$ cat src/sv/buc_pkg.sv
package buc_pkg;

    localparam int FRACTION_BITS = 16;
    localparam int VEL_W         = 24;
    localparam int RATIO_W       = 32;

    localparam int OP_W          = VEL_W + 1;
    localparam int PROD_W        = 2 * OP_W;
    localparam int FLUX2_W       = PROD_W + 1;
    localparam int FM_W          = FLUX2_W - FRACTION_BITS - 1;
    localparam int FM_LO_W       = 24;
    localparam int FM_HI_W       = FM_W - FM_LO_W;
    localparam int PL_W          = FM_LO_W + RATIO_W;
    localparam int PH_W          = FM_HI_W + RATIO_W;
    localparam int FULL_W        = FM_W + RATIO_W;
    localparam int QUO_W         = FULL_W - FRACTION_BITS;
    localparam int DELTA_CAP_LOG = 25;
    localparam int DELTA_W       = DELTA_CAP_LOG + 1;
    localparam int DIFF_W        = DELTA_W + 1;

    localparam int QUEUE_DEPTH   = 4;
    localparam int QPTR_W        = $clog2(QUEUE_DEPTH);

    typedef struct packed {
        logic signed [OP_W-1:0]  op_a;
        logic signed [OP_W-1:0]  op_b;
        logic signed [OP_W-1:0]  op_c;
        logic signed [OP_W-1:0]  op_d;
        logic signed [VEL_W-1:0] center;
        logic [RATIO_W-1:0]      ratio;
        logic                    last;
    } t_job;

    typedef struct packed {
        logic full;
        logic empty;
    } t_queue_status;

endpackage

$ cat src/sv/buc_queue.sv
module buc_queue import buc_pkg::*; (
    input  logic          i_clk,
    input  logic          i_rst_n,
    input  logic          i_push,
    input  t_job          i_job,
    input  logic          i_pop,
    output t_job          o_head,
    output t_queue_status o_status
);

    t_job              r_mem [QUEUE_DEPTH];
    logic [QPTR_W-1:0] r_wr_ptr;
    logic [QPTR_W-1:0] r_rd_ptr;
    logic [QPTR_W:0]   r_count;

    logic [QPTR_W:0]   n_count;

    assign o_status.full  = (r_count == (QPTR_W + 1)'(QUEUE_DEPTH));
    assign o_status.empty = (r_count == '0);
    assign o_head         = r_mem[r_rd_ptr];

    always_comb begin
        n_count = r_count;
        if (i_push && !i_pop) begin
            n_count = r_count + 1'b1;
        end else if (!i_push && i_pop) begin
            n_count = r_count - 1'b1;
        end
    end

    always_ff @(posedge i_clk) begin
        if (!i_rst_n) begin
            r_wr_ptr <= '0;
            r_rd_ptr <= '0;
            r_count  <= '0;
        end else begin
            r_count <= n_count;
            if (i_push) begin
                r_wr_ptr <= r_wr_ptr + 1'b1;
            end
            if (i_pop) begin
                r_rd_ptr <= r_rd_ptr + 1'b1;
            end
        end
    end

    always_ff @(posedge i_clk) begin
        if (i_push) begin
            r_mem[r_wr_ptr] <= i_job;
        end
    end

endmodule

$ cat config.mk
export PLATFORM = sky130hd
export DESIGN_NAME = buc_queue
export DESIGN_NICKNAME = d
export VERILOG_FILES = /design/src/sv/buc_pkg.sv /design/src/sv/buc_queue.sv
export SDC_FILE = /design/constraint.sdc
export NUM_CORES = 1
export LEC_CHECK = 0
export ABC_CLOCK_PERIOD_IN_PS = 11800
export BUFFER_PORTS_ARGS = -buffer_cell sky130_fd_sc_hd__buf_2
export CAP_MARGIN = 15
export CORE_ASPECT_RATIO = 1.1
export CORE_MARGIN = 3
export CORE_UTILIZATION = 55
export DETAILED_ROUTE_END_ITERATION = 8
export GPL_ROUTABILITY_DRIVEN = 0
export GPL_TIMING_DRIVEN = 0
export PLACE_DENSITY_LB_ADDON = 0.08
export RECOVER_POWER = 25
export SETUP_SLACK_MARGIN = 0.02
export SLEW_MARGIN = 20
export SYNTH_ARGS = -nofsm -noshare
export SYNTH_HDL_FRONTEND = slang
export SYNTH_SLANG_ARGS = --single-unit
$ cat constraint.sdc
create_clock -name i_clk -period 11.8 [get_ports i_clk]
set_input_delay 1.18 -clock i_clk [delete_from_list [all_inputs] [get_ports i_clk]]
set_output_delay 1.18 -clock i_clk [all_outputs]
set_load 0.01 [all_outputs]
==> results by group, run 1 <==
Global route
  • Initial antenna violation count: 12
  • Vias in the first global route: 10900
  • First-pass GRT wire length: 68.78 mm
  • Global Route Usage Sum: 0.2046
  • Grt total ovfl: 0
  • Largest net degree at the start of global routing: 45

Synth
  • Synth top area cells: edfxtp_1, mux4_2, buf_12
  • Syn Area/Cell: 26.90 µm²
  • Yosys top cell by area: edfxtp_1
  • Post-synth EDFFs: 628
  • Async SR Flop Fraction: 0
  • Cells after synthesis: 863
  • Cell variety after synth: 23
  • Share of the synthesized area in the top cell type: 0.8124
  • Most frequent cell after synthesis: edfxtp_1
  • Area of the mapped netlist: 23210 µm²
  • Synth Register Bits: 637
  • Sequential element share of the synthesized area: 0.8202
  • Top_reg_cell synth: edfxtp_1
  • Syn. warnings: 0
  • Syn nets: 1030
  • Commonest cells post-synth: edfxtp_1, mux4_2, buf_2

Route
  • DR DRC count: 0
  • Vias post-DR: 10420
  • Drt pass-1 iters: 4
  • DR iter-0 viols: 524
  • Average vias per placed instance: 5.570
  • WL final: 44.53 mm
  • Antenna Violating Nets Remaining: 0
  • Post-detailed-route wirelength per cell: 23.81 µm

Clock network
  • Maximum root-to-sink buffer count: 3
  • Root buf cell: clkbuf_16
  • Skew-Pair Late Insertion Delay: 0.60 ns
  • Clk slew on worst S/H paths: 0.06 ns
  • Post-cts hold buffer count: 0
  • Post-CTS setup buffer count: 0
  • Post_cts resized: 0
  • Cts bufs inserted: 60
  • Sink Count: 637
  • TritonCTS clock tree: done
  • H-tree depth: 2

STA
  • Final Hold Viols: 0
  • Final min period: 3.858 ns
  • Fmax: 259.2 MHz
  • Crit share post-route: 0.3270
  • RSZ-0062 raised after global routing: false
  • Slew @ Worst Pin: 0.9111 ns
  • Setup TNS: 0 ns
  • Endpoints failing setup: 0
  • Worst Skew: 0.01191 ns
  • Rel. slew slack: 0.3926
  • Max Slew Vio Count: 0

Worst setup path
  • CP Class: flop to output pin
  • CP Capture Type: output pin
  • R2R setup slack: 9.59 ns
  • Reg-to-Reg Start: r_wr_ptr[0]$_SDFFE_PN0P_
  • WP data arrival: 2.68 ns
  • Crit-path most repeated cell: buf_2
  • Max Fanout on Critical Path: 10
  • CP max stage delay: 0.71 ns
  • CP Data Required Time: 10.62 ns
  • Setup crit start kind: flop
  • Critical path's slowest cell: clkbuf_1
  • CP cell instances: clkbuf_1 > buf_2 > mux4_2 > buf_2

Pwr
  • Max VDD drop: 142.9 µV
  • Pleak: 9.079 nW
  • PnR Total Power: 4.937 mW
  • PD cells: 178.8 nW/µm²

Placed design
  • Post-Place Cells: 1757
  • PortBufs: 319
  • Dpl hpwl: 28.75 mm
  • Placed standard-cell area: 25880 µm²

Floorplan
  • Initial core utilization: 0.5596
  • # IOs: 320
  • Core box area: 41480 µm²
  • FP Rows: 78
  • Die height: 221.5 µm
  • Die Area: 44710 µm²
  • Die W: 201.9 µm

Cells and area
  • Design Area, Final: 27610 µm²
  • Layout cells sized above 1: 0.3828
  • Fillcell total: 2762
  • Area Growth Syn to Fin: 18.96%
  • Post-layout nets: 1426
  • Layout Cells excl Fill: 1870

Worst hold path
  • Worst hold path type: flop to flop
  • Min-delay src: r_count[2]$_SDFFE_PN0P_

Run status
  • Outcome: completed

Run
  • Maxcap violations: 0
==> where the power goes <==
group          internal, mW  switching (mW)
Combinational         0.233           0.270
Clock                  1.05           0.764
Sequential             2.60          0.0229
==> registers in the layout, indices dropped and copies added, names as in the netlist, named ones only <==
signal / count
r_mem: 628
r_count: 3
r_rd_ptr: 2
r_wr_ptr: 2
==> cells in the final DEF (no fill, tap or decap) <==
cell and n:
ha_1 5, buf_16 8, a21boi_0 1, buf_4 2, buf_2 229, or3_1 1
clkinv_1 18, mux2i_1 2, edfxtp_1 628, o21ai_0 1, clkbuf_1 119, mux4_2 157
xor2_1 3, clkbuf_16 61, fa_1 1, nor3_1 1, clkinv_2 10, buf_6 5
inv_1 4, diode_2 4, nor3b_1 1, bufinv_16 5, and2_4 4, xnor2_1 2
nor2b_1 2, dfxtp_1 9, buf_1 2, nand2_1 1, clkinvlp_4 1, and2_1 5
buf_12 18
==> final cells by class <==
cell class                 instances  area, µm²  area share
sequential                       637      19040      0.6894
multi-input combinational        187       3796      0.1375
timing repair buffer             334       1827     0.06615
clock buffer                      75       1579     0.05718
tap                              560      700.7     0.02537
buffer                            35      372.9     0.01350
clock inverter                    34      275.3    0.009968
inverter                           4      15.01   0.0005437
antenna                            4      10.01   0.0003625
==> layer usage <==
| metal | track usage | up-vias | routed length (µm) |
|---|---|---|---|
| met5 | 0 | - | 76 |
| li1 | - | 4557 | - |
| met4 | 0.05966 | 14 | 895 |
| met2 | 0.3271 | 263 | 22310 |
| met1 | 0.2763 | 5507 | 17770 |
| met3 | 0.06518 | 75 | 3469 |
==> final timing paths <==
check / end / cells after the start
max: o_head[53] / 4
min reg2reg: r_count[2]$_SDFFE_PN0P_ / 2
max reg2reg: r_mem[1][31]$_DFFE_PP_ / 5
min: r_count[2]$_SDFFE_PN0P_ / 2
==> critical path: cells and delay by family (launching register included) <==
kind | cells | cell delay [ns]
buffers and inverters | 3 | 1.30
muxes | 1 | 0.36
DFF | 1 | 0.41
==> metrics by stage <==
step | hold WS [ns] | util | worst slack (ns)
floorplan | 0.4724 | - | 6.506
global placement | 0.4928 | 0.6150 | 3.344
detailed placement | 0.5094 | 0.6240 | 8.505
CTS | 0.5189 | 0.6687 | 7.835
global route | 0.5200 | 0.6656 | 7.790
finish | 0.5211 | 0.6658 | 7.942
==> logic make-up after synthesis <==
group                      count (synthesis)  synth area share
DFF                                      637            0.8202
muxes                                    159            0.1532
buffers and inverters                     39           0.01671
and+or+nand+nor                           15          0.003935
adders and majority gates                  6          0.003558
xor gates and xnor gates                   5          0.001887
AOI/OAI and AO/OA                          2         0.0005389
(Power assumes the default switching activity.)
==> run 2: changes to the inputs <==
--- a/config.mk
+++ b/config.mk
@@ -5,12 +5,12 @@
 export SDC_FILE = /design/constraint.sdc
 export NUM_CORES = 1
 export LEC_CHECK = 0
-export ABC_CLOCK_PERIOD_IN_PS = 11800
+export ABC_CLOCK_PERIOD_IN_PS = 3300
 export BUFFER_PORTS_ARGS = -buffer_cell sky130_fd_sc_hd__buf_2
 export CAP_MARGIN = 15
 export CORE_ASPECT_RATIO = 1.1
 export CORE_MARGIN = 3
-export CORE_UTILIZATION = 55
+export CORE_UTILIZATION = 51
 export DETAILED_ROUTE_END_ITERATION = 8
 export GPL_ROUTABILITY_DRIVEN = 0
 export GPL_TIMING_DRIVEN = 0
==> constraint.sdc (replaced) <==
create_clock -name i_clk -period 3.3 [get_ports i_clk]
set_input_delay 0.33 -clock i_clk [delete_from_list [all_inputs] [get_ports i_clk]]
set_output_delay 0.33 -clock i_clk [all_outputs]
set_load 0.01 [all_outputs]
==> run 2 against run 1 <==
  * Critical path depth is the same
  * Clock skew about the same
  * Worst setup slack got worse by 7.7 ns
  * Utilization fell by 1.0 points
  * Power rose to 3.7 times the previous value
  * Final area increased by 6.1%
  * Combinational power rose to 3.9 times the previous value
  * Sequential power rose to 3.6 times the previous value
  * Die area is 7.6% higher
  * Global-route usage shrank 0.82 points
  * Critical path type unchanged
  * Critical endpoint is now o_head[15]
  * Largest cell class unchanged
  * Largest power group unchanged
  * Highest routed layer unchanged
==> results by group, run 2 (same netlist as run 1, synthesis figures left out) <==
Worst setup path
  • Reg-to-Reg Start: r_wr_ptr[0]$_SDFFE_PN0P_
  • CP Capture Type: output pin
  • CP Data Required Time: 2.97 ns (-7.65 ns)
  • Reg2Reg Depth: 6 (+1)
  • Critical path's slowest cell: clkbuf_1
  • CP bufs+invs: 3 (unchanged)
  • CP Class: flop to output pin
  • Crit-path most repeated cell: buf_2
  • Setup crit start kind: flop
  • WP data arrival: 2.74 ns (+0.06 ns)
  • Reg2reg end: r_mem[2][89]$_DFFE_PP_
  • CP cell instances: clkbuf_1 > buf_2 > mux4_2 > buf_2
  • R2R setup slack: 1.05 ns (-8.54 ns)
  • CP delay by family, top: buffers and inverters
  • Max Fanout on Critical Path: 10 (unchanged)
  • CP max stage delay: 0.79 ns (+0.08 ns)

Pwr
  • PD cells: 617.9 nW/µm² (+250%)
  • Pleak: 9.796 nW (+7.9%)
  • PnR Total Power: 18.10 mW (+270%)
  • Max VDD drop: 477.2 µV (+230%)

Worst hold path
  • Worst hold path type: input port to flop
  • Hold endpoint: r_wr_ptr[0]$_SDFFE_PN0P_
  • Hold Path Stages: 2 (unchanged)
  • Min-delay src: i_rst_n

Clock network
  • Post-cts hold buffer count: 157 (+157)
  • Clk slew on worst S/H paths: 0.06 ns (about the same)
  • Skew-Pair Late Insertion Delay: 0.60 ns (about the same)
  • Cts bufs inserted: 59 (-1.7%)
  • Post_cts resized: 0 (unchanged)
  • Sink Count: 637 (unchanged)
  • Root buf cell: clkbuf_16
  • Post-CTS setup buffer count: 0 (unchanged)
  • H-tree depth: 2 (unchanged)
  • TritonCTS clock tree: done
  • Maximum root-to-sink buffer count: 3 (unchanged)

Placed design
  • Dpl hpwl: 29.29 mm (+1.9%)
  • Place WS: 0.7425 ns (-7.763 ns)
  • Placed standard-cell area: 25890 µm² (about the same)
  • Post-Place Cells: 1777 (+1.1%)
  • PortBufs: 319 (unchanged)

Cells and area
  • Commonest non-fill, non-tap cell in the layout: edfxtp_1
  • Area Growth Syn to Fin: 26.20%
  • Max reg flops: 628 (unchanged)
  • Fillcell total: 3003 (+8.7%)
  • Most flops, register: r_mem
  • Design Area, Final: 29290 µm² (+6.1%)
  • Post-layout nets: 1581 (+11%)
  • Final Util: 0.6554 (-0.01032)
  • Largest regs: r_mem x628, r_count x3
  • Layout cells sized above 1: 0.3484 (-0.03449)
  • Seq. cell area: 19040 µm² (unchanged)
  • Layout Cells excl Fill: 2047 (+9.5%)
  • Most frequent cells in the layout: edfxtp_1, buf_2, mux4_2, dlygate4sd3_1, clkbuf_1
  • Area of the multi-input gates: 3796 µm² (unchanged)

STA
  • Slew @ Worst Pin: 1.044 ns (+0.1333 ns)
  • Fin Hold WS: 0.04796 ns (-0.4731 ns)
  • Final worst slack: 0.2327 ns (-7.709 ns)
  • Final Hold Viols: 0 (unchanged)
  • Fmax: 326.0 MHz
  • Worst Skew: 0.01187 ns (-0.00004150 ns)
  • Crit share post-route: 0.9295
  • Endpoints failing setup: 0 (unchanged)
  • Final min period: 3.067 ns
  • Max Slew Vio Count: 0 (unchanged)
  • Setup TNS: 0 ns (unchanged)
  • Rel. slew slack: 0.3037 (-0.08886)
  • RSZ-0062 raised after global routing: false

Global route
  • First-pass GRT wire length: 72.11 mm (+4.8%)
  • Vias in the first global route: 11930 (+9.4%)
  • Global Route Usage Sum: 0.1964 (-0.008184)
  • Largest net degree at the start of global routing: 46 (+2.2%)
  • Grt total ovfl: 0 (unchanged)
  • Initial antenna violation count: 3 (-9)

Floorplan
  • Core box area: 44690 µm² (+7.8%)
  • Die W: 209.4 µm (+3.7%)
  • Initial core utilization: 0.5194 (-0.04028)
  • # IOs: 320 (unchanged)
  • FP Rows: 81 (+3.8%)
  • Die Area: 48110 µm² (+7.6%)
  • Die height: 229.8 µm (+3.7%)

Route
  • DR iter-0 viols: 527 (+0.57%)
  • Average vias per placed instance: 5.364 (-3.7%)
  • Antenna Violating Nets Remaining: 0 (unchanged)
  • Vias post-DR: 10980 (+5.4%)
  • Post-detailed-route wirelength per cell: 22.59 µm (-5.1%)
  • Drt pass-1 iters: 4 (unchanged)
  • DR DRC count: 0 (unchanged)
  • WL final: 46.25 mm (+3.9%)

Run status
  • Outcome: completed

Run
  • Maxcap violations: 0 (unchanged)
[run 2: worst max-delay path by stage]
stage                                   from                      to  slack, ns  depth (start not counted)
finish                                  flop              o_head[15]       0.23                          4
CTS                                     flop              o_head[72]       0.08                          4
floorplan           r_wr_ptr[0]$_SDFFE_PN0P_   r_mem[2][0]$_DFFE_PP_       0.39                          3
detailed placement                      flop              o_head[72]       0.74                          4
global placement                      i_push  r_mem[1][24]$_DFFE_PP_      -1.27                          2
global route                            flop              o_head[98]       0.08                          4
[run 2: worst register-to-register path: stages, from the launching register on]
cell,delay [ns]
dfxtp_1,0.34
inv_1,0.09
ha_1,0.15
and2_4,0.44
buf_12,0.29
buf_12,0.27
buf_16,0.32
[run 2: layer usage]
layer  up-vias  GRT usage  wire length [µm]
met5         -          0                13
met4         2    0.06175              1196
met3        77    0.05239              3240
met2       321     0.3198             23100
met1      5720     0.2634             18700
li1       4860          -                 -
[run 2: final cells by class]
type | instances | share of cell area
multi-input cells | 187 | 0.1296
flip-flops and latches | 637 | 0.6499
clock inverters | 28 | 0.01025
repair buffers | 490 | 0.1157
clock buffers | 83 | 0.05629
inverters | 4 | 0.0005125
diodes | 2 | 0.0001708
well taps | 581 | 0.02482
plain buffers | 35 | 0.01273
[run 2: where the power goes]
| group | internal [mW] | switching (mW) |
|---|---|---|
| Combinational | 0.954 | 1.01 |
| Sequential | 9.30 | 0.0812 |
| Clock | 4.01 | 2.75 |
==> run 3: changes to the inputs <==
--- a/config.mk
+++ b/config.mk
@@ -5,12 +5,13 @@
 export SDC_FILE = /design/constraint.sdc
 export NUM_CORES = 1
 export LEC_CHECK = 0
-export ABC_CLOCK_PERIOD_IN_PS = 3300
+export ABC_CLOCK_PERIOD_IN_PS = 3900
 export BUFFER_PORTS_ARGS = -buffer_cell sky130_fd_sc_hd__buf_2
 export CAP_MARGIN = 15
 export CORE_ASPECT_RATIO = 1.1
 export CORE_MARGIN = 3
-export CORE_UTILIZATION = 51
+export CORE_UTILIZATION = 55
+export CTS_BUF_LIST = sky130_fd_sc_hd__clkbuf_4
 export DETAILED_ROUTE_END_ITERATION = 8
 export GPL_ROUTABILITY_DRIVEN = 0
 export GPL_TIMING_DRIVEN = 0
==> constraint.sdc (replaced) <==
create_clock -name i_clk -period 3.9 [get_ports i_clk]
set_input_delay 0.39 -clock i_clk [delete_from_list [all_inputs] [get_ports i_clk]]
set_output_delay 0.39 -clock i_clk [all_outputs]
set_load 0.01 [all_outputs]
==> run 3 against run 2 <==
  * Sequential power is 15% lower
  * Clock skew up 0.019 ns
  * Via count rose by 4.8%
  * Critical path depth unchanged
  * Critical path type unchanged
  * Largest power group unchanged
==> results by group, run 3 (same netlist as run 1, synthesis figures left out) <==
Worst setup path
  • Reg2reg end: r_mem[1][45]$_DFFE_PP_
  • Max Fanout on Critical Path: 10 (unchanged)
  • Reg-to-Reg Start: r_wr_ptr[0]$_SDFFE_PN0P_
  • Reg2Reg Depth: 4 (-2)
  • WP data arrival: 2.90 ns (+0.16 ns)
  • CP Capture Type: output pin
  • Critical path's slowest cell: clkbuf_1
  • Setup crit start kind: flop
  • Crit-path most repeated cell: buf_2
  • CP Class: flop to output pin
  • CP cell instances: clkbuf_1 > buf_2 > mux4_2 > buf_2
  • R2R setup slack: 1.73 ns (+0.68 ns)
  • CP max stage delay: 0.72 ns (-0.07 ns)
  • CP Data Required Time: 3.51 ns (+0.54 ns)
  • Critical Path Sink: o_head[100]

Cells and area
  • Post-layout nets: 1679 (+6.2%)
  • Area Growth Syn to Fin: 26.21% (about the same)
  • Most flops, register: r_mem
  • Design Area, Final: 29300 µm² (about the same)
  • Fillcell total: 2619 (-13%)
  • Final Util: 0.7063 (+0.05089)
  • Most frequent cells in the layout: edfxtp_1, clkbuf_4, buf_2
  • Layout cells sized above 1: 0.4135 (+0.06514)
  • Max reg flops: 628 (unchanged)
  • Largest regs: r_mem x628, r_count x3
  • Commonest non-fill, non-tap cell in the layout: edfxtp_1

STA
  • Crit share post-route: 0.8428
  • Final min period: 3.287 ns
  • Worst Skew: 0.03106 ns (+0.01919 ns)
  • RSZ-0062 raised after global routing: false
  • Slew @ Worst Pin: 0.9433 ns (-0.1011 ns)
  • Endpoints failing setup: 0 (unchanged)
  • Final Hold Viols: 0 (unchanged)
  • Fmax: 304.3 MHz
  • Max Slew Vio Count: 0 (unchanged)
  • Rel. slew slack: 0.3712 (+0.06741)

Run
  • Maxcap violations: 0 (unchanged)

Route
  • DR iter-0 viols: 576 (+9.3%)
  • WL final: 45.81 mm (-0.95%)
  • Antenna Violating Nets Remaining: 0 (unchanged)
  • DR DRC count: 0 (unchanged)
  • Average vias per placed instance: 5.250 (-2.1%)
  • Post-detailed-route wirelength per cell: 20.90 µm (-7.5%)
  • Vias post-DR: 11510 (+4.8%)
  • Drt pass-1 iters: 4 (unchanged)

Global route
  • First-pass GRT wire length: 71.06 mm (-1.5%)
  • Grt total ovfl: 0 (unchanged)
  • Largest net degree at the start of global routing: 46 (unchanged)
  • Vias in the first global route: 12580 (+5.4%)
  • Initial antenna violation count: 2 (-1)
  • Global Route Usage Sum: 0.2099 (+0.01350)

Floorplan
  • Core box area: 41480 µm² (-7.2%)
  • # IOs: 320 (unchanged)
  • Initial core utilization: 0.5596 (+0.04028)
  • Die Area: 44710 µm² (-7.1%)
  • Die height: 221.5 µm (-3.6%)
  • Die W: 201.9 µm (-3.6%)
  • FP Rows: 78 (-3.7%)

Clock network
  • TritonCTS clock tree: done
  • Clk slew on worst S/H paths: 0.07 ns (about the same)
  • H-tree depth: 4 (+2)
  • Maximum root-to-sink buffer count: 3 (unchanged)
  • Post_cts resized: 0 (unchanged)
  • Root buf cell: clkbuf_4
  • Cts bufs inserted: 155 (+160%)
  • Sink Count: 637 (unchanged)
  • Skew-Pair Late Insertion Delay: 0.84 ns (+0.24 ns)

Pwr
  • PnR Total Power: 14.86 mW (-18%)
  • Pleak: 10.03 nW (+2.4%)
  • Max VDD drop: 362.9 µV (-24%)
  • PD cells: 507.3 nW/µm² (-18%)

Placed design
  • PortBufs: 319 (unchanged)
  • Dpl hpwl: 28.44 mm (-2.9%)
  • Placed standard-cell area: 25850 µm² (-0.12%)

Run status
  • Outcome: completed

Worst hold path
  • Worst hold path type: input port to flop
  • Hold Path Stages: 2 (unchanged)
run 3: critical path: cells and delay by family, from the launching register on:
| kind | cells | cell delay, ns |
|---|---|---|
| buf+inv | 3 | 1.33 |
| flops | 1 | 0.36 |
| mux | 1 | 0.36 |
run 3: what timing repair did:
action                    in CTS  in global routing
hold buffers                 160                  0
buffers inserted               0                  0
hold endpoints to repair     637                  0
run 3: area by class of cell:
cell class                 instances  area (µm²)  share of cell area
buffer                            35       372.9             0.01273
antenna                            2       5.005           0.0001708
tap                              560       700.7             0.02392
clock buffer                     239        1794             0.06124
sequential                       637       19040              0.6498
inverter                           4       15.01           0.0005125
clock inverter                    36       162.7            0.005552
multi-input combinational        187        3796              0.1296
timing repair buffer             492        3412              0.1165
run 3: power by group:
group | internal, mW | total, mW | switching (mW)
Combinational | 0.808 | 1.65 | 0.846
Sequential | 7.86 | 7.93 | 0.0697
Clock | 2.84 | 5.27 | 2.43
run 3: through the flow:
step / TNS (ns) / instances / hold slack, ns / setup WS [ns]
after floorplan: 0 / 863 / 0.4724 / 0.9915
after global placement: -370.05 / 1742 / 0.4876 / -0.6293
after detailed placement: 0 / 1755 / 0.5001 / 1.419
after CTS: 0 / 2190 / 0.1690 / 0.4371
after global routing: 0 / 2192 / 0.2715 / 0.4085
final: 0 / 2192 / 0.3392 / 0.6133
run 3: layer usage:
layer,global-route usage,up-vias,part of all wire
met5,0,-,0
met1,0.2670,5904,0.39
li1,-,5172,-
met2,0.3385,367,0.51
met4,0.07722,0,0.018
met3,0.07503,65,0.079
run 3: how the worst min path moves through the flow:
stage,endpoint,slack [ns],start
CTS,r_mem[0][31]$_DFFE_PP_,0.17,i_job[31]
finish,r_mem[0][149]$_DFFE_PP_,0.34,i_job[149]
floorplan,r_count[2]$_SDFFE_PN0P_,0.47,r_count[2]$_SDFFE_PN0P_
global route,r_mem[3][7]$_DFFE_PP_,0.27,i_job[7]
detailed placement,r_count[2]$_SDFFE_PN0P_,0.50,r_count[2]$_SDFFE_PN0P_
global placement,r_count[2]$_SDFFE_PN0P_,0.49,r_count[2]$_SDFFE_PN0P_
