--- src/sv/buc_pkg.sv ---
package buc_pkg;

    localparam int FRACTION_BITS = 16;
    localparam int VEL_W         = 24;
    localparam int RATIO_W       = 32;

    localparam int OP_W          = VEL_W + 1;
    localparam int PROD_W        = 2 * OP_W;
    localparam int FLUX2_W       = PROD_W + 1;
    localparam int FM_W          = FLUX2_W - FRACTION_BITS - 1;
    localparam int FM_LO_W       = 24;
    localparam int FM_HI_W       = FM_W - FM_LO_W;
    localparam int PL_W          = FM_LO_W + RATIO_W;
    localparam int PH_W          = FM_HI_W + RATIO_W;
    localparam int FULL_W        = FM_W + RATIO_W;
    localparam int QUO_W         = FULL_W - FRACTION_BITS;
    localparam int DELTA_CAP_LOG = 25;
    localparam int DELTA_W       = DELTA_CAP_LOG + 1;
    localparam int DIFF_W        = DELTA_W + 1;

    localparam int QUEUE_DEPTH   = 4;
    localparam int QPTR_W        = $clog2(QUEUE_DEPTH);

    typedef struct packed {
        logic signed [OP_W-1:0]  op_a;
        logic signed [OP_W-1:0]  op_b;
        logic signed [OP_W-1:0]  op_c;
        logic signed [OP_W-1:0]  op_d;
        logic signed [VEL_W-1:0] center;
        logic [RATIO_W-1:0]      ratio;
        logic                    last;
    } t_job;

    typedef struct packed {
        logic full;
        logic empty;
    } t_queue_status;

endpackage

--- src/sv/buc_front.sv ---
module buc_front import buc_pkg::*; (
    input  logic                    i_clk,
    input  logic                    i_rst_n,
    input  logic                    i_valid,
    output logic                    o_stall,
    input  logic signed [VEL_W-1:0] i_velocity,
    input  logic [RATIO_W-1:0]      i_step_ratio,
    input  logic                    i_last_cell,
    input  t_queue_status           i_q_status,
    output logic                    o_push,
    output t_job                    o_job
);

    logic signed [VEL_W-1:0] r_left;
    logic signed [VEL_W-1:0] r_center;
    logic [RATIO_W-1:0]      r_ratio;
    logic [1:0]              r_seen;
    logic                    r_pend;
    t_job                    r_pend_job;

    logic signed [VEL_W-1:0] n_left;
    logic signed [VEL_W-1:0] n_center;
    logic [RATIO_W-1:0]      n_ratio;
    logic [1:0]              n_seen;
    logic                    n_pend;

    logic                    accept;
    logic                    has_center;
    logic                    has_left;
    logic signed [OP_W-1:0]  vl;
    logic signed [OP_W-1:0]  vc;
    logic signed [OP_W-1:0]  vr;
    logic signed [OP_W-1:0]  sum_l;
    logic signed [OP_W-1:0]  sum_r;
    logic signed [OP_W-1:0]  diff_l;
    logic signed [OP_W-1:0]  diff_r;
    t_job                    job_mid;
    t_job                    job_end;

    assign accept     = i_valid && !r_pend && !i_q_status.full;
    assign has_center = (r_seen != 2'd0);
    assign has_left   = (r_seen >= 2'd2);
    assign o_stall    = r_pend || i_q_status.full;

    assign vl     = {r_left[VEL_W-1], r_left};
    assign vc     = {r_center[VEL_W-1], r_center};
    assign vr     = {i_velocity[VEL_W-1], i_velocity};
    assign sum_l  = vc + vl;
    assign sum_r  = vc + vr;
    assign diff_l = vc - vl;
    assign diff_r = vr - vc;

    always_comb begin
        job_mid        = '0;
        job_mid.center = r_center;
        job_mid.ratio  = r_ratio;
        job_mid.last   = 1'b0;
        if (has_left) begin
            if (vl < 0 && vc > 0) begin
                job_mid.op_a = vc;
                job_mid.op_b = diff_l;
            end else if (vc < 0 && vr > 0) begin
                job_mid.op_a = vc;
                job_mid.op_b = diff_r;
            end else begin
                job_mid.op_a = (sum_l < 0) ? '0 : sum_l;
                job_mid.op_b = diff_l;
                job_mid.op_c = (sum_r > 0) ? '0 : sum_r;
                job_mid.op_d = diff_r;
            end
        end
    end

    always_comb begin
        job_end        = '0;
        job_end.center = i_velocity;
        job_end.ratio  = i_step_ratio;
        job_end.last   = 1'b1;
    end

    always_comb begin
        o_push = 1'b0;
        o_job  = job_end;
        if (r_pend) begin
            o_push = !i_q_status.full;
            o_job  = r_pend_job;
        end else if (accept) begin
            o_push = has_center || i_last_cell;
            o_job  = has_center ? job_mid : job_end;
        end
    end

    always_comb begin
        n_left   = r_left;
        n_center = r_center;
        n_ratio  = r_ratio;
        n_seen   = r_seen;
        n_pend   = r_pend;
        if (r_pend && !i_q_status.full) begin
            n_pend = 1'b0;
        end
        if (accept) begin
            if (i_last_cell) begin
                n_left   = '0;
                n_center = '0;
                n_ratio  = '0;
                n_seen   = 2'd0;
                n_pend   = has_center;
            end else begin
                n_left   = r_center;
                n_center = i_velocity;
                n_ratio  = i_step_ratio;
                n_seen   = has_left ? 2'd2 : r_seen + 2'd1;
            end
        end
    end

    always_ff @(posedge i_clk) begin
        if (!i_rst_n) begin
            r_left   <= '0;
            r_center <= '0;
            r_ratio  <= '0;
            r_seen   <= 2'd0;
            r_pend   <= 1'b0;
        end else begin
            r_left   <= n_left;
            r_center <= n_center;
            r_ratio  <= n_ratio;
            r_seen   <= n_seen;
            r_pend   <= n_pend;
        end
    end

    always_ff @(posedge i_clk) begin
        if (accept) begin
            r_pend_job <= job_end;
        end
    end

endmodule

--- config.mk ---
export PLATFORM = sky130hd
export DESIGN_NAME = buc_front
export DESIGN_NICKNAME = d
export VERILOG_FILES = /design/src/sv/buc_pkg.sv /design/src/sv/buc_front.sv
export SDC_FILE = /design/constraint.sdc
export NUM_CORES = 1
export LEC_CHECK = 0
export ABC_CLOCK_PERIOD_IN_PS = 7950
export BUFFER_PORTS_ARGS = -buffer_cell sky130_fd_sc_hd__clkbuf_2
export CORE_MARGIN = 8
export CORE_UTILIZATION = 34
export DETAILED_ROUTE_END_ITERATION = 16
export PLACE_DENSITY = 0.53
export SLEW_MARGIN = 20
export SYNTH_ARGS = -nofsm -noshare
export SYNTH_HDL_FRONTEND = slang
export SYNTH_SLANG_ARGS = --single-unit
--- constraint.sdc ---
create_clock -name i_clk -period 7.95 [get_ports i_clk]
set_clock_uncertainty 0.1 [all_clocks]
set_input_delay 0.3975 -clock i_clk [delete_from_list [all_inputs] [get_ports i_clk]]
set_output_delay 0.3975 -clock i_clk [all_outputs]
set_load 0.01 [all_outputs]
==> impl.org, run 1 <==
** Run status
- Run status :: completed

** Power and ir drop
- Flop pwr share :: 37.2%
- Internal power :: 1.44 mW
- Power comes to 2.14 mW.
- Net Sw Power :: 0.699 mW
- Combinational Power Share :: 23.8%
- Leakage power figure :: 5.87 nW
- For this design the ratio of total power to cell area is 157 nW/um^2.
- Switching share of power :: 32.7%
- VDD sags by at most 148 uV.
- Of the total power, the clock network draws 39.0%.

** Floorplan
- Starting utilization of the core area :: 34.6%
- In this run the standard cell core region covers 33500 sq um.
- From left edge to right edge, the die measures 201 um.
- Full die area :: 40200 sq um
- The floorplan step set the die height to 201 um.
- The floorplan has 67 rows.
- Boundary pin count :: 221

** Clock tree
- Worst-Skew Late Latency :: 450 ps
- Counting every sink on the clock net gives 139.
- The clock tree synthesis step divided the H-tree into 4 levels.
- Total of hold buffers inserted after clock tree synthesis :: 0
- CTS clk-pin slew, worst paths :: 60 ps
- In this run, post-CTS repair resized a total of 0 instances.
- Clock tree from TritonCTS :: yes
- Clock Root Buffer :: sky130_fd_sc_hd__clkbuf_16
- Maximum buffer depth of the clock tree :: 2
- TritonCTS created 17 clock buffers.
- Once the clock tree was built, the setup fixing pass inserted 0 buffers.

** Final layout
- Synthesis-to-layout area growth :: 17.1%
- After the last flow step, the layout net total stands at 1845.
- The filler cells instantiated in the layout total 3543.
- Proportion of layout cells with a drive suffix above 1 :: 17.9%
- Share of the core filled with cells in the final layout :: 40.5%
- 0 antenna diodes ended up in the layout.
- Summing all non-filler instances in the final layout gives an area of 13600 sq um.

** GRT
- GRT Residual Overflow :: 0
- Initial antenna violation count :: 0
- Global routing used 19.1% of the available tracks.
- The number of global-route vias before repair is 10900.
- The first global-routing pass estimated 61900 um of wire.
- Entering global routing, the biggest net connects 79 pins.

** Timing
- Setup repair after global routing left no endpoint under its margin.
- Headroom to the max-slew limit came out at 33.0%.
- Maximum operating frequency :: 0.184 GHz
- Transition at the pin with the smallest max-transition slack :: 1010 ps
- The number of hold-slack violations in the final timing report came to 0.
- Counting I/O delays and the setup requirement, the final critical path takes 5430 ps.
- Count of endpoints failing setup in the final report :: 0
- Post-route fraction of the period consumed by the critical path :: 68.4%
- Max-slew violation count :: 0
- Total negative slack for setup checks :: 0 ps

** Critical path
- For the worst setup path, the data required time is 7450 ps.
- Data arrives at the worst endpoint at 4940 ps.
- Sort of element at the end of the critical path :: output pin
- R2R cell count :: 8
- The setup path with the least slack is of type reg -> out.
- In this run the worst path has a maximum fanout of 14.
- The worst setup path is launched from a register.

** Placed design
- In this run the cell area measured after placement is 13000 sq um.
- HPWL after detailed placement :: 29900 um
- Buffers on Ports :: 219
- Routability-driven placement finished with a final weighted congestion of 0.902.

** Hold path
- The path class of the tightest hold or removal check is in -> reg.
- Number of cells on the worst hold path :: 1

** Synth
- Total nets after synthesis :: 1685
- Predominant post-synthesis flop cell :: sky130_fd_sc_hd__dfxtp_1
- Synth warn :: 0
- Cells after Synth :: 1523
- EDFF count, synth :: 56
- Sequential cells were found to cover 28.9% of the synthesized design area.
- Cell area after synthesis :: 11600 sq um
- Counting flops with an async set or reset pin after synthesis yields a share of 0%.
- The synthesized design contains 139 register bits.
- Mapped Avg Cell Area :: 7.61 sq um
- The synthesized netlist contains 84 unique library cells.

** Routing
- Highest signal layer in the routed design :: met4
- After detailed routing, the average wire length per cell comes to 18.5 um.
- Wire length after detailed routing :: 39800 um
- For this block, wires on met1 add up to 18000 um.
- Sum of met2 wire segment lengths after detailed routing :: 18400 um
- Number of nets with antenna violations after routing :: 0
- Initial drt markers :: 805
- The pre-antenna-repair detailed-routing pass consisted of 5 iterations.
- Using the TritonRoute via totals, the vias-per-cell ratio works out to 5.21.
- Detailed-route DRC error count :: 0
- Wire length on met3 :: 2330 um
- The routed layout has 11200 vias.

** Run
- The tool flagged a number of max-cap violations equal to 0.
cells in the final DEF (no fill, tap or decap), types with 10 or more instances in the layout:
cell type,n
sky130_fd_sc_hd__nor2_1,139
sky130_fd_sc_hd__nand2_1,258
sky130_fd_sc_hd__xor2_1,10
sky130_fd_sc_hd__a21o_1,19
sky130_fd_sc_hd__clkbuf_2,219
sky130_fd_sc_hd__dfxtp_1,82
sky130_fd_sc_hd__and3_1,11
sky130_fd_sc_hd__mux2i_1,58
sky130_fd_sc_hd__a21oi_1,171
sky130_fd_sc_hd__nor3_1,32
sky130_fd_sc_hd__a22oi_1,13
sky130_fd_sc_hd__buf_4,11
sky130_fd_sc_hd__o21a_1,10
sky130_fd_sc_hd__a21oi_2,10
sky130_fd_sc_hd__clkbuf_16,17
sky130_fd_sc_hd__nand3_1,12
sky130_fd_sc_hd__o21bai_1,11
sky130_fd_sc_hd__xnor2_1,61
sky130_fd_sc_hd__o21ai_0,100
sky130_fd_sc_hd__nor4_1,15
sky130_fd_sc_hd__nand2b_1,17
sky130_fd_sc_hd__edfxtp_1,56
sky130_fd_sc_hd__inv_1,103
sky130_fd_sc_hd__ha_1,96
cells in the mapped netlist, types with 11 or more instances:
library cell,number,area share [%]
sky130_fd_sc_hd__nand2_1,260,8.4
sky130_fd_sc_hd__and3_1,11,0.59
sky130_fd_sc_hd__mux2i_1,58,5.0
sky130_fd_sc_hd__buf_1,13,0.42
sky130_fd_sc_hd__a21oi_1,171,7.4
sky130_fd_sc_hd__o21ai_0,101,4.4
sky130_fd_sc_hd__nand3_1,12,0.52
sky130_fd_sc_hd__ha_1,96,10
sky130_fd_sc_hd__clkbuf_1,65,2.1
sky130_fd_sc_hd__edfxtp_1,56,15
sky130_fd_sc_hd__o21bai_1,11,0.71
sky130_fd_sc_hd__nor3_1,32,1.4
sky130_fd_sc_hd__a21o_1,19,1.2
sky130_fd_sc_hd__a22oi_1,13,0.84
sky130_fd_sc_hd__nor4_1,15,0.81
sky130_fd_sc_hd__dfxtp_1,83,14
sky130_fd_sc_hd__nor2_1,139,4.5
sky130_fd_sc_hd__nand2b_1,17,0.92
sky130_fd_sc_hd__inv_1,104,3.4
sky130_fd_sc_hd__xnor2_1,61,4.6
routing by layer:
layer,up-vias,GRT usage [%]
met1,5227,24.4
met5,-,0
met2,295,31.3
met3,46,4.68
li1,5610,-
met4,0,6.54
critical path, stage by stage (launching register included):
cell and delay (ps):
sky130_fd_sc_hd__dfxtp_1 560, sky130_fd_sc_hd__inv_1 90, sky130_fd_sc_hd__ha_1 440, sky130_fd_sc_hd__nand2b_1 210, sky130_fd_sc_hd__a221oi_1 360, sky130_fd_sc_hd__nor4_1 110
sky130_fd_sc_hd__o41ai_1 330, sky130_fd_sc_hd__buf_4 200, sky130_fd_sc_hd__mux2_2 330, sky130_fd_sc_hd__a311oi_1 330, sky130_fd_sc_hd__nand4_1 200, sky130_fd_sc_hd__nor4b_2 300
sky130_fd_sc_hd__nand4_2 500, sky130_fd_sc_hd__a2bb2oi_1 360, sky130_fd_sc_hd__clkbuf_2 180
worst paths after layout:
path,from,end,slack (ps)
setup / recovery,r_center[12],o_job[85],2520
hold / removal,i_step_ratio[18],r_pend_job[19],60
setup reg to reg,r_pend,r_center[18],3880
hold reg to reg,r_ratio[1],r_ratio[1],350
kinds of logic (layout without fill, tap and decap cells):
| logic type | Yosys count | count (layout) | synth area share, % |
|---|---|---|---|
| fa+ha+maj | 100 | 100 | 11.1 |
| simple gates | 539 | 539 | 20.8 |
| flops | 139 | 139 | 28.9 |
| xor+xnor | 71 | 71 | 5.37 |
| buf+inv | 194 | 367 | 6.64 |
| compound gates | 420 | 420 | 22.1 |
| mux | 60 | 60 | 5.20 |
area by class of cell:
| class | count | area (sq um) | share of cell area (%) |
|---|---|---|---|
| clock inverter | 13 | 154 | 1.13 |
| multi-input combinational | 1190 | 7490 | 55.2 |
| timing repair buffer | 230 | 1180 | 8.68 |
| tap | 448 | 561 | 4.13 |
| inverter | 105 | 397 | 2.92 |
| sequential | 139 | 3350 | 24.7 |
| clock buffer | 19 | 443 | 3.26 |
stage by stage:
stage / hold WS (ps) / std cells / setup WS, ps
global route: 33.2 / 2144 / 2150
detailed placement: 346 / 2112 / 3010
finish: 58.1 / 2144 / 2520
CTS: 33.7 / 2144 / 2510
floorplan: 336 / 1523 / 4040
global placement: 341 / 2112 / 3030
state kept, by name, indices dropped and copies added, names as in the netlist:
signal and flops:
r_pend_job 56, r_center 24, r_ratio 32, r_left 24, r_seen 2, r_pend 1
power by group through the flow:
stage | Sequential (mW) | Clock, mW | Combinational [mW]
after detailed placement | 0.811 | 0 | 0.507
after global placement | 0.810 | 0 | 0.506
final | 0.796 | 0.833 | 0.509
after global routing | 0.799 | 0.881 | 0.561
after floorplan | 0.801 | 0 | 0.349
after CTS | 0.795 | 0.857 | 0.510
(Power assumes the default switching activity.)
==> run 2: changes to the inputs <==
- ABC_CLOCK_PERIOD_IN_PS: 7950 -> 5300
- clock period: 7.95 -> 5.3 ns (I/O delays scaled with it)
==> impl.org, run 2 (synthesis results as in run 1) <==
** Run status
- Run status :: completed

** GRT
- The global-route congestion overflow total is 0 (unchanged).
- Maximum number of pins on one net before global-route repair :: 101 (+28%)
- The first-pass GRT wire length was 63400 um (+2.4%).
- Initial antenna violation count :: 1 (+1)
- The global-route usage over all layers came to 19.5% (+0.33 points).
- Number of global-route vias before repair :: 11400 (+4.8%)

** Floorplan
- Boundary pin count :: 221 (unchanged)
- Num rows :: 67 (unchanged)
- The die footprint came to 40200 sq um (unchanged).
- Placeable Area :: 33500 sq um (unchanged)
- The overall die height came to 201 um (unchanged).
- Starting utilization of the core area :: 34.6% (unchanged)
- Die X-Extent :: 201 um (unchanged)

** Final layout
- The area of all placed cells without fillers is 14000 sq um (+3.3%).
- Area occupied by registers :: 3350 sq um (unchanged)
- The final design utilization is 41.8% (+1.4 points).
- Proportion of layout cells with a drive suffix above 1 :: 18.1% (+0.17 points)
- The net count of the finished layout was 1895 (+2.7%).
- Filler Cells Inserted :: 3470 (-2.1%)
- Max FFs per register :: 56 (unchanged)
- Multi-input gate area in the final layout :: 7500 sq um (+0.12%)
- The top cell types in the final layout, fill and taps aside, are sky130_fd_sc_hd__nand2_1, sky130_fd_sc_hd__clkbuf_2, sky130_fd_sc_hd__a21oi_1.
- The largest registers in the layout are r_pend_job (56), r_ratio (32).
- Final Instance Count excl. Fillers :: 2194 (+2.3%)
- Relative to the synthesized area, the layout overhead comes to 21.1%.
- Diodes inserted :: 0 (unchanged)
- Most frequent standard cell in the layout excluding fill and tap cells :: sky130_fd_sc_hd__nand2_1
- The register with the most flip-flops in the final layout is r_pend_job.

** Clock tree
- Maximum buffer depth of the clock tree :: 2 (unchanged)
- The number of sinks on the clock net was 139 (unchanged).
- Number of buffers created by CTS :: 17 (unchanged)
- The clock input transition at the sequential cells of the worst setup and hold paths came to 60 ps (about the same).
- The root buffer cell chosen for the clock tree is sky130_fd_sc_hd__clkbuf_16.
- The worst-skew pair later-pin latency is 440 ps (about the same).
- Max H-tree Level :: 4 (unchanged)
- Clock tree from TritonCTS :: yes

** Power and ir drop
- Net Sw Power :: 1.04 mW (+49%)
- Power density relative to cell area :: 226 nW/um^2 (+43%)
- Switching share of power :: 32.8% (+0.13 points)
- The share of power burned in registers came to 37.5% (+0.3 points).
- Internal power :: 2.12 mW (+48%)
- Leakage power figure :: 6.06 nW (+3.1%)
- Part of the total power dissipated in the clock network :: 37.2% (-1.8 points)
- The part of the power in combinational logic is 25.4% (+1.6 points).
- Peak supply drop :: 215 uV (+45%)

** Timing
- The final setup violation count is 0 (unchanged).
- The final critical path takes up 93.5% of the cycle.
- Setup repair after global routing left no endpoint under its margin.
- Endpoints failing hold :: 0 (unchanged)
- Max-slew violation count :: 0 (unchanged)
- Final critical delay including setup and external delays :: 4960 ps
- The measured slew at the worst slew-check pin was 1020 ps (+12.7 ps).
- Post-Route Hold Slack :: 24.7 ps (-33.4 ps)
- The setup TNS is 0 ps (unchanged).
- For this run, the top clock speed supported by timing is 0.202 GHz.
- The relative slew slack came to 32.1% (-0.85 points).

** Critical path
- In this design, the largest share of critical-path delay is due to compound AO/OA/AOI/OAI gates.
- The largest individual stage delay along the critical path comes from the cell sky130_fd_sc_hd__dfxtp_1.
- Largest fanout of any net on the critical path :: 11 (-3)
- Sort of element at the end of the critical path :: output pin
- CP required :: 4930 ps (-2520 ps)
- CP arrival :: 4590 ps (-350 ps)
- Traced cell by cell, the critical path runs through inv_1 -> ha_1 -> inv_1 -> a21oi_1 -> a2111oi_0 -> a21boi_1 -> o31ai_1 -> xor2_1 -> nand3_1 -> nor4b_2 -> nand4_4 -> buf_4 -> a21oi_2 -> clkbuf_2.
- Crit Path Category :: reg -> out
- Delay contributed by the slowest stage of the critical path :: 590 ps (+30 ps)
- STA classifies the critical path startpoint as a register.
- The cell that appears most often on the critical path is sky130_fd_sc_hd__inv_1.
- The critical path buffer and inverter count is 4 (+1).

** Routing
- Wire length after detailed routing :: 40300 um (+1.3%)
- Via-to-Cell Ratio :: 5.20 (-0.25%)
- The violation count after the first detailed-routing iteration is 674 (-16%).
- Detailed-route DRC error count :: 0 (unchanged)
- The number of nets with antenna violations after routing was 0 (unchanged).
- The routed length per instance is 18.4 um (-1.0%).
- Count of vias placed by the detailed router :: 11400 (+2.1%)
- Number of detailed-route iterations in the first pass :: 5 (unchanged)

** Placed design
- The total placed cells including tap cells is 2125 (+0.62%).
- The post-detailed-placement half-perimeter wirelength came to 30000 um (+0.17%).
- The number of input and output port buffers inserted was 219 (unchanged).
- RePlAce Congestion :: 0.890 (-1.4%)
- Post-Place Cell Area :: 13100 sq um (+0.85%)

** Run
- Max-cap violations :: 0 (unchanged)

** Hold path
- Kind of path behind the tightest hold check :: in -> reg
[run 2: cell count changes in the layout (fill, tap and decap cells not counted), sizes merged]
cell	before	now
clkinvlp	0	3
bufinv	2	1
dlygate4sd3	0	37
clkinv	4	5
inv	112	108
buf	11	24
clkbuf	238	239
[run 2: routing by layer]
| metal | global-route usage (%) | wire, um | up-vias |
|---|---|---|---|
| li1 | - | - | 5700 |
| met1 | 24.6 | 18000 | 5338 |
| met2 | 32.7 | 19100 | 315 |
| met3 | 3.95 | 2190 | 55 |
| met4 | 6.39 | 1000 | 2 |
| met5 | 0 | 13 | - |
[run 2: what timing repair did]
item,in CTS,in global routing
hold endpoints to repair,69,0
resized for setup,0,1
setup buffers,0,0
hold buffers,37,0
endpoints found under the setup margin,0,4
[run 2: area by class of cell]
type,count,share of cell area [%]
multi-input combinational,1190,53.5
sequential,139,23.9
timing repair buffer,280,11.8
tap,448,4.00
clock buffer,20,3.18
inverter,105,2.83
clock inverter,12,0.821
[run 2: power groups by stage]
| stage | combinational (mW) | clock [mW] | sequential [mW] |
|---|---|---|---|
| global placement | 0.773 | 0 | 1.21 |
| finish | 0.802 | 1.18 | 1.19 |
| floorplan | 0.523 | 0 | 1.20 |
| detailed placement | 0.773 | 0 | 1.21 |
| CTS | 0.800 | 1.20 | 1.19 |
| global route | 0.883 | 1.25 | 1.19 |
[run 2: final timing paths]
check	from	to	slack (ps)	cells after the start
setup / recovery	r_center[7]	o_job[88]	340	14
setup reg to reg	r_pend	r_center[0]	2400	7
hold reg to reg	r_ratio[2]	r_ratio[2]	350	2
hold / removal	i_velocity[7]	r_pend_job[40]	20	1
[run 2: metrics by stage]
| step | total power, mW | worst slack (ps) |
|---|---|---|
| after floorplan | 1.72 | 1520 |
| after detailed placement | 1.98 | 718 |
| final | 3.16 | 342 |
| after global routing | 3.32 | 58.2 |
| after global placement | 1.98 | 732 |
| after CTS | 3.19 | 215 |
==> run 3: changes to the inputs <==
- PLACE_DENSITY: 0.53 -> not set
- PLACE_DENSITY_LB_ADDON: not set -> 0.25
- RECOVER_POWER: not set -> 50
==> impl.org, run 3 (synthesis results as in run 1) <==
** Clock tree
- Clock tree synthesis selected as its root buffer the cell sky130_fd_sc_hd__clkbuf_16.
- The H-tree depth was 4 (unchanged).
- The number of clock buffers inserted by TritonCTS came to 17 (unchanged).
- The worst-skew pair later-pin latency was 450 ps (about the same).
- CTS clk-pin slew, worst paths :: 70 ps (about the same)
- Buffer count from post-CTS setup fixing :: 0 (unchanged)
- Maximum buffer depth of the clock tree :: 2 (unchanged)
- # clock sinks :: 139 (unchanged)
- TritonCTS built the clock tree.

** Final layout
- The area taken by flip-flops and latches was 3340 sq um (about the same).
- The number of fillers in the final layout is 3525 (+1.6%).
- Fin area :: 14000 sq um (-0.51%)
- The largest registers in the layout are r_pend_job (56), r_ratio (32).
- The layout cell share with drive strength beyond 1 was 14.4% (-3.7 points).
- Most frequent standard cell in the layout excluding fill and tap cells :: sky130_fd_sc_hd__nand2_1
- Diodes inserted :: 0 (unchanged)
- Multi-input gate area in the final layout :: 7490 sq um (-0.15%)
- Synthesis-to-layout area growth :: 20.5%
- In the layout the commonest cells are sky130_fd_sc_hd__nand2_1, sky130_fd_sc_hd__a21oi_1, sky130_fd_sc_hd__clkbuf_2.
- The net count of the finished layout is 1893 (-0.11%).
- The post-layout instance count excluding filler cells was 2192 (-0.091%).
- The register with the most flip-flops in the final layout is r_pend_job.
- Max FFs per register :: 56 (unchanged)

** Run status
- The checks that failed: max-capacitance violations, max-slew violations.
- Run status :: complete, but fails checks

** GRT
- GR Util met3 :: 4.66% (+0.71 points)
- Maximum number of pins on one net before global-route repair :: 81 (-20%)
- Initial antenna violation count :: 1 (unchanged)
- After global routing, the most crowded layer is met2.
- Number of global-route vias before repair :: 11300 (-1.2%)
- Met2 routing resource usage after global routing :: 31.6% (-1.1 points)
- The first-pass GRT wire length was 62200 um (-1.9%).
- The global-route usage over all layers came to 19.0% (-0.46 points).
- GRT Residual Overflow :: 0 (unchanged)
- Routing usage on met1 :: 23.6% (-1.1 points)

** Critical path
- Largest fanout of any net on the critical path :: 14 (+3)
- STA classifies the critical path startpoint as an input pin.
- The data required time of the worst path came to 4930 ps (about the same).
- CP arrival :: 4500 ps (-90 ps)
- The critical path is of the in -> out type.
- STA classifies the critical path endpoint as an output pin.

** Timing
- Final critical delay including setup and external delays :: 4870 ps (-89.0 ps)
- The final setup violation count was 0 (unchanged).
- Total negative slack for setup checks :: 0 ps (unchanged)
- Maximum operating frequency :: 0.205 GHz (+1.8%)
- The post-route worst setup slack was 431 ps (+89.0 ps).
- Post-route fraction of the period consumed by the critical path :: 91.9% (-1.7 points)
- Max-slew violation count :: 126 (+126)
- The number of hold-slack violations in the final timing report came to 0 (unchanged).
- The measured slew at the worst slew-check pin came to 1820 ps (+803 ps).
- Setup repair after global routing left no endpoint under its margin.
- Headroom to the max-slew limit :: -21.6% (-54 points)

** Placed design
- The number of input and output port buffers inserted is 219 (unchanged).
- DP Cell Count :: 2118 (-0.33%)
- The post-place instance area was 13000 sq um (-0.50%).
- The post-detailed-placement half-perimeter wirelength came to 29600 um (-1.4%).
- The final estimated routing congestion in global placement is 0.916 (+3.0%).
- Pre-CTS setup slack :: 803 ps (+85.0 ps)

** Floorplan
- Starting utilization of the core area :: 34.6% (unchanged)
- The overall die height is 201 um (unchanged).
- Boundary pin count :: 221 (unchanged)
- The number of rows in the core area came to 67 (unchanged).
- Die X-Extent :: 201 um (unchanged)
- The die footprint came to 40200 sq um (unchanged).
- The total core area is 33500 sq um (unchanged).

** Routing
- Count of vias placed by the detailed router :: 11400 (+0.17%)
- Wire length after detailed routing :: 39300 um (-2.3%)
- Detailed-route DRC error count :: 0 (unchanged)
- Mean routed wirelength per cell :: 17.9 um (-2.2%)
- The violation count after the first detailed-routing iteration was 733 (+8.8%).
- Number of nets with antenna violations after routing :: 0 (unchanged)
- The number of iterations in the first detailed-routing pass came to 5 (unchanged).
- Via-to-Cell Ratio :: 5.21 (+0.26%)

** Run
- The max-capacitance violation count came to 2 (+2).

** Hold path
- The path class of the tightest hold or removal check is in -> reg.

** Power and ir drop
- The maximum VDD drop was 216 uV (+0.83%).
- The leakage dissipation is 5.90 nW (-2.7%).
- The final total power is 3.20 mW (+1.2%).
- Power density relative to cell area :: 229 nW/um^2 (+1.7%)
-- run 3: routing by layer --
metal | part of all wire [%] | vias up | wire, um
met1 | 44 | 5351 | 17300
met2 | 47 | 323 | 18600
met5 | 0.033 | - | 13
li1 | - | 5700 | -
met4 | 2.9 | 2 | 1140
met3 | 5.7 | 53 | 2230
-- run 3: path summary, 6_finish.rpt --
| check | start | to | slack, ps | depth (start not counted) |
|---|---|---|---|---|
| setup / recovery | i_velocity[0] | o_job[82] | 430 | 17 |
| setup reg to reg | r_pend | r_center[18] | 790 | 7 |
| hold / removal | i_velocity[12] | r_center[12] | 70 | 3 |
| hold reg to reg | r_ratio[19] | r_ratio[19] | 350 | 2 |
-- run 3: where the power goes --
part           total [mW]  leakage (nW)  internal [mW]  switching [mW]
sequential           1.19          1.20           1.16          0.0376
combinational       0.780          4.40          0.299           0.481
clock                1.23         0.294          0.673           0.556
-- run 3: layout make-up --
class / instances / area share, %
multi-input combinational: 1190 / 53.7
sequential: 139 / 24.0
clock inverter: 15 / 1.29
clock buffer: 17 / 3.05
tap: 448 / 4.02
inverter: 105 / 2.84
timing repair buffer: 278 / 11.2
-- run 3: per-stage QoR --
step	utilization, %	hold slack [ps]
floorplan	-	264
global placement	38.8	341
detailed placement	38.8	346
CTS	41.9	2.80
global route	41.6	79.6
finish	41.6	72.8
-- run 3: repair_timing --
item / in CTS / in global routing
hold buffers: 42 / 0
resized for setup: 0 / 1
endpoints found under the setup margin: 0 / 3
endpoints found under the hold margin: 74 / 0
-- run 3: worst max-delay path, stage by stage --
cell                            delay, ps
sky130_fd_sc_hd__dlygate4sd3_1        520
sky130_fd_sc_hd__clkbuf_1             250
sky130_fd_sc_hd__ha_1                 230
sky130_fd_sc_hd__inv_1                 60
sky130_fd_sc_hd__fa_1                 420
sky130_fd_sc_hd__o21ba_2              230
sky130_fd_sc_hd__o21ai_0              190
sky130_fd_sc_hd__xnor2_1              300
sky130_fd_sc_hd__nand4_1              250
sky130_fd_sc_hd__nand4b_1             250
sky130_fd_sc_hd__nor4_1               320
sky130_fd_sc_hd__nand4_1              200
sky130_fd_sc_hd__nor4b_2              320
sky130_fd_sc_hd__nand4_2              120
sky130_fd_sc_hd__buf_4                220
sky130_fd_sc_hd__a21oi_1              200
sky130_fd_sc_hd__clkbuf_2             160
